File: config.mk
export PLATFORM = sky130hd
export DESIGN_NAME = bsc_front
export DESIGN_NICKNAME = d
export VERILOG_FILES = /design/src/sv/bounded_stack_calculator_assert.svh /design/src/sv/bsc_pkg.sv /design/src/sv/bsc_front.sv
export SDC_FILE = /design/constraint.sdc
export NUM_CORES = 1
export LEC_CHECK = 0
export CORE_ASPECT_RATIO = 0.9
export CORE_UTILIZATION = 40
export DETAILED_ROUTE_END_ITERATION = 6
export DONT_BUFFER_PORTS = 1
export PLACE_DENSITY = 0.54
export SYNTH_ARGS = -nofsm -noshare
export SYNTH_HDL_FRONTEND = slang
export SYNTH_SLANG_ARGS = --single-unit
export TNS_END_PERCENT = 50
File: constraint.sdc
create_clock -name clk -period 4.75 [get_ports clk]
set_input_delay 0 -clock clk [delete_from_list [all_inputs] [get_ports clk]]
set_output_delay 0 -clock clk [all_outputs]
set_load 0.05 [all_outputs]
File: src/sv/bounded_stack_calculator_assert.svh
// Assertion macros shared by the stack calculator.
`ifndef BOUNDED_STACK_CALCULATOR_ASSERT_SVH
`define BOUNDED_STACK_CALCULATOR_ASSERT_SVH

// Same-cycle implication, disabled while in reset.
`define BSC_ASSERT_IMPLY(label, clk, rst_n, lhs, rhs) \
    label: assert property (@(posedge clk) disable iff (!rst_n) (lhs) |-> (rhs)) \
        else $error("assertion failed");

// Next-cycle implication, disabled while in reset.
`define BSC_ASSERT_NEXT(label, clk, rst_n, lhs, rhs) \
    label: assert property (@(posedge clk) disable iff (!rst_n) (lhs) |=> (rhs)) \
        else $error("assertion failed");

`endif

File: src/sv/bsc_pkg.sv
// Shared types, constants and helpers of the stack calculator.
package bsc_pkg;

    localparam int STACK_DEPTH_DEFAULT = 1024;
    localparam int DIV_W = 31;
    localparam logic [29:0] MAG_LIMIT_RESET = 30'd1000000000;
    localparam logic [10:0] DEPTH_LIMIT_RESET = 11'd1000;

    typedef enum logic [0:0] {
        REG_MAG_LIMIT = 1'b0,
        REG_DEPTH_LIMIT = 1'b1
    } reg_idx_t;

    typedef enum logic [3:0] {
        OP_START = 4'd0,
        OP_NUM = 4'd1,
        OP_POP = 4'd2,
        OP_INV = 4'd3,
        OP_DUP = 4'd4,
        OP_SWP = 4'd5,
        OP_ADD = 4'd6,
        OP_SUB = 4'd7,
        OP_MUL = 4'd8,
        OP_DIV = 4'd9,
        OP_MOD = 4'd10,
        OP_FINISH = 4'd11
    } op_t;

    typedef enum logic [2:0] {
        CL_START,
        CL_FINISH,
        CL_PUSH,
        CL_UNARY,
        CL_BINARY,
        CL_BAD
    } cls_t;

    typedef struct packed {
        op_t op;
        cls_t cls;
        logic signed [30:0] operand;
    } item_t;

    function automatic logic too_big(input logic signed [61:0] v, input logic [29:0] m);
        logic signed [61:0] lim;
        lim = $signed({32'd0, m});
        return (v > lim) || (v < -lim);
    endfunction

endpackage

File: src/sv/bsc_front.sv
// Front end: accepts words, classifies them and queues them for execution.
module bsc_front
    import bsc_pkg::*;
(
    input  logic               clk,
    input  logic               rst_n,
    input  logic               in_valid,
    output logic               in_stall,
    input  logic [3:0]         mode,
    input  logic signed [30:0] operand,
    output logic               q_valid,
    output item_t              q_item,
    input  logic               q_pop
);

    item_t       slot_reg [2];
    logic        wr_ptr_reg, wr_ptr_next;
    logic        rd_ptr_reg, rd_ptr_next;
    logic [1:0]  count_reg, count_next;
    logic        push;
    item_t       item_in;

    always_comb
    begin
        item_in.op = op_t'(mode);
        item_in.operand = operand;
        case (mode) inside
            OP_START:                        item_in.cls = CL_START;
            OP_FINISH:                       item_in.cls = CL_FINISH;
            OP_NUM:                          item_in.cls = CL_PUSH;
            [OP_POP:OP_DUP]:                 item_in.cls = CL_UNARY;
            [OP_SWP:OP_MOD]:                 item_in.cls = CL_BINARY;
            default:                         item_in.cls = CL_BAD;
        endcase
    end

    assign in_stall = (count_reg == 2'd2);
    assign push = in_valid && !in_stall;
    assign q_valid = (count_reg != 2'd0);
    assign q_item = slot_reg[rd_ptr_reg];

    always_comb
    begin
        wr_ptr_next = wr_ptr_reg ^ push;
        rd_ptr_next = rd_ptr_reg ^ q_pop;
        count_next = count_reg + {1'b0, push} - {1'b0, q_pop};
    end

    always_ff @(posedge clk or negedge rst_n)
    begin
        if (!rst_n)
        begin
            wr_ptr_reg <= 1'b0;
            rd_ptr_reg <= 1'b0;
            count_reg <= 2'd0;
        end
        else
        begin
            wr_ptr_reg <= wr_ptr_next;
            rd_ptr_reg <= rd_ptr_next;
            count_reg <= count_next;
        end
    end

    always_ff @(posedge clk)
    begin
        if (push)
        begin
            slot_reg[wr_ptr_reg] <= item_in;
        end
    end

endmodule

# Word level (Yosys, flattened, before mapping)
# Memories as Yosys holds them, arrays and structs flattened.
# Cells that the tools add are included.
# Widths: inputs -> output; s select.
dict set report op_classes {
  add_sub_neg 2
  n_lt_le_gt_ge 4
  eq_ne 3
  mux 7
  n_bitwise 2
  reduce_logical 6
}
# op n
set ops {}
lappend ops {{$mux 3} 4}
lappend ops {{$eq 4x1->1 const B} 1}
lappend ops {{$eq 4x4->1 const B} 1}
lappend ops {{$ge 4x2->1 const B} 1}
lappend ops {{$ge 4x3->1 const B} 1}
lappend ops {{$le 4x3->1 const B} 1}
lappend ops {{$le 4x4->1 const B} 1}
lappend ops {{$logic_not 4->1} 1}
lappend ops {{$logic_and 1x1->1} 3}
lappend ops {{$mux 1} 3}
lappend ops {{$add 2x1->2} 1}
lappend ops {{$eq 2x2->1 const B} 1}
lappend ops {{$reduce_bool 2->1} 1}
lappend ops {{$sub 2x1->2} 1}
lappend ops {{$xor 1x1->1} 2}
lappend ops {{$logic_not 1->1} 1}
dict set report totals {
  register_bits 4
  ram_bits 76
  in_bits 39
  word_cells 28
  memories 1
}
# memory depth word_bits rd rd_clocked_by_memory_dff write_ports line
set memory_table {}
lappend memory_table {slot_reg 2 38 1 0 1 bsc_front.sv:16} ;# item_t slot_reg [2];

# Depth between registers and ports, before layout
dict set report depth {
  ltp_word 7
  mapped_depth 7
  depth_no_buf 7
}

# Worst setup path before layout
# No wires, ideal clock.
dict set report synth_path {
  path_kind {flip-flop to flip-flop}
  startpoint {register count_reg[1]}
  endpoint {memory slot_reg[1][0] (netlist name), enable pin}
  setup_time_ns 0.399
  arrival_time_ns 1.595
  required_ns 4.351
  setup_slack_ns 2.756
  stages_incl_launch_ff 4
  path_buffers 0
  cell_sequence {dfrtp_1 -> nand2b_1 -> and2_1 -> ha_1}
}
dict set report synth_between {
  elab_chain_cells 5
}
# item line
set synth_rtl {}
lappend synth_rtl {{from (decl)} bsc_front.sv:19} ;# logic [1:0] count_reg, count_next;
lappend synth_rtl {{from (signal assigned)} bsc_front.sv:61} ;# count_reg <= count_next;
lappend synth_rtl {{$eq 2x2->1} bsc_front.sv:37} ;# assign in_stall = (count_reg == 2'd2);
lappend synth_rtl {{$logic_not 1->1} bsc_front.sv:38} ;# assign push = in_valid && !in_stall;
lappend synth_rtl {{$logic_and 1x1->1} bsc_front.sv:38}
lappend synth_rtl {{$mux 1} bsc_front.sv:67} ;# if (push)
lappend synth_rtl {{$mux 1 (not written as such)} bsc_front.sv:69} ;# slot_reg[wr_ptr_reg] <= item_in;
lappend synth_rtl {{to (decl)} bsc_front.sv:16}
# No other way between the ends.

==> metrics <==
status=completed; count of cell types in the netlist=22; Max Root-Sink Buffers=2; antenna violations before repair=0; most frequent cells in the layout=76 x edfxtp_1, 38 x dlygate4sd3_1, 28 x mux2_2; synth warn=0; ANT nets after route=0; Routability Congestion=a little under 0.7; Buffers & Inverters on Critical Path=0; row cnt=29; Setup Viol. Count Final=0; DR vias=between 1000 and 1500; core area=7220 um^2; Fin. Hold Viols=0; relative slew slack=0.344; Die Y=85 um; Hold/Removal Path Class=in2reg; Max-Cap Viols=0; area added between synthesis and finish=22.7%; critical-path maximum fanout=39; post-synthesis area per instance=approximately 21 um^2; H-tree Lvls=3; fill count=between 600 and 700; setup bufs post-CTS=0; clock insertion delay at the later pin of the skew report=about 0.34 ns; Leakage=~1.3 nW; Placement Cell Area=about 3100 um^2; GR Overflow Total=0; first-pass GRT wire length=around 7400 um; Post-route DRC=0; die area=roughly 8000 um^2; Final #Nets=234; CP Class=reg2out; Largest register FFs=between 70 and 80; Setup crit start kind=flop; Synth Register Bits=80; crit share post-route=0.402; Hold Path Depth=2; Setup crit end kind=output pin; CP Depth=1; cell family with most CP delay=flip-flops; worst vdd ir=~0.42 mV; WL final=4860 um; mapped cell area=3060 um^2; Num CTS Buffers=9; input/output buffers=0; DRT iter0 DRCs=between 40 and 50; worst-path cell chain=mux2_2; Reg clk slew, reported paths=around 0.07 ns; Mapped Cells=between 100 and 150; initial core utilization=0.424; Fin Hold WS=0.0192 ns; CTS tree=yes; overall routing resource usage=0.132; worst r2r path cells=3; average wire per standard cell=16.9 um; count of pins over their slew limit=0; f_max=524 MHz; largest net degree at the start of global routing=40; Finished Cell Area=~3800 um^2; RSZ-0062 raised after global routing=no; arrival time worst endpoint=around 1.9 ns; max incr delay on CP=between 1 and 1.5 ns; Max stage delay cell, worst path=dfrtp_2; Slew @ Worst Pin=between 0.9 and 1 ns; most common cell after layout, fill and taps aside=edfxtp_1; layout cells sized above 1=0.287; first-pass detailed-route iteration total=4; min Tclk post-route=1.91 ns; Ant. Diodes=0; setup TNS=0 ns; Multi-input gate area=628 um^2; clock root buffer=clkbuf_8; Final Skew=0.00984 ns; utilization after layout=0.520; vias per cell=around 4.9; Die X=94.2 um; pwr dens=699 nW/um^2; I/O pin count=between 70 and 80; register area=between 2000 and 2500 um^2; Sink Count=80; number of global-route vias before repair=between 1500 and 2000; CP Data Required Time=4.75 ns; sequential area share after synthesis=0.778; syn_nets=around 190
where the power goes:
group	switching, mW	total (mW)	internal, mW
logic	0.728	0.982	0.253
registers	0.112	1.08	0.970
clock network	0.218	0.565	0.347
synth_stat cells, drive strengths merged:
library cell | instances | share of area
a21o | 1 | 0.0025
a221o | 1 | 0.0033
and2 | 1 | 0.0020
buf | 4 | 0.013
dfrtp | 4 | 0.033
edfxtp | 76 | 0.75
ha | 4 | 0.016
inv | 4 | 0.0049
mux2 | 38 | 0.15
nand2 | 2 | 0.0025
nand2b | 1 | 0.0020
nor2 | 1 | 0.0012
nor3 | 2 | 0.0033
nor3b | 1 | 0.0025
o21a | 1 | 0.0025
o22a | 1 | 0.0029
or2 | 1 | 0.0020
xnor2 | 2 | 0.0057
xor2 | 1 | 0.0029
per-layer routing:
layer	GRT usage	wire length, um
met4	0.0825	139
met5	0	0
met2	0.236	2670
met3	0.0475	334
met1	0.128	1710
metrics by stage:
step | std cells | total power, mW | setup slack, ns
finish | 288 | 2.63 | 2.84
global placement | 235 | 2.04 | 2.91
detailed placement | 235 | 2.07 | 2.81
floorplan | 146 | 1.99 | 2.76
global route | 288 | 2.73 | 2.71
CTS | 288 | 2.66 | 2.79
cell type report:
type / instances / area share
Sequential cell: 80 / 0.634
Inverter: 4 / 0.00400
Clock buffer: 10 / 0.0340
Multi-Input combinational cell: 58 / 0.167
Tap cell: 93 / 0.0310
Clock inverter: 5 / 0.0283
Timing Repair Buffer: 38 / 0.101
path summary, 6_finish.rpt:
kind                                   endpoint    startpoint  slack (ns)
worst max-delay path                 q_item[33]    rd_ptr_reg        2.84
min in group asynchronous            wr_ptr_reg         rst_n        0.48
worst min-delay path            slot_reg[0][31]       mode[0]        0.02
worst max register to register   slot_reg[1][8]  count_reg[1]        2.86
worst min register to register     count_reg[1]  count_reg[1]        0.51
max in group asynchronous            rd_ptr_reg         rst_n        4.08
logic make-up after synthesis:
| kind of cell | synth area share |
|---|---|
| simple gates | 0.0155 |
| compound gates | 0.0110 |
| xor+xnor | 0.00858 |
| flops | 0.778 |
| fa+ha+maj | 0.0163 |
| buf+inv | 0.0184 |
| mux | 0.152 |
repair_timing:
item,in CTS,in global routing
resized for setup,0,0
endpoints found under the hold margin,81,0
endpoints found under the setup margin,0,0
hold buffers,38,0
No activity file was read; power rests on OpenSTA's default activity.
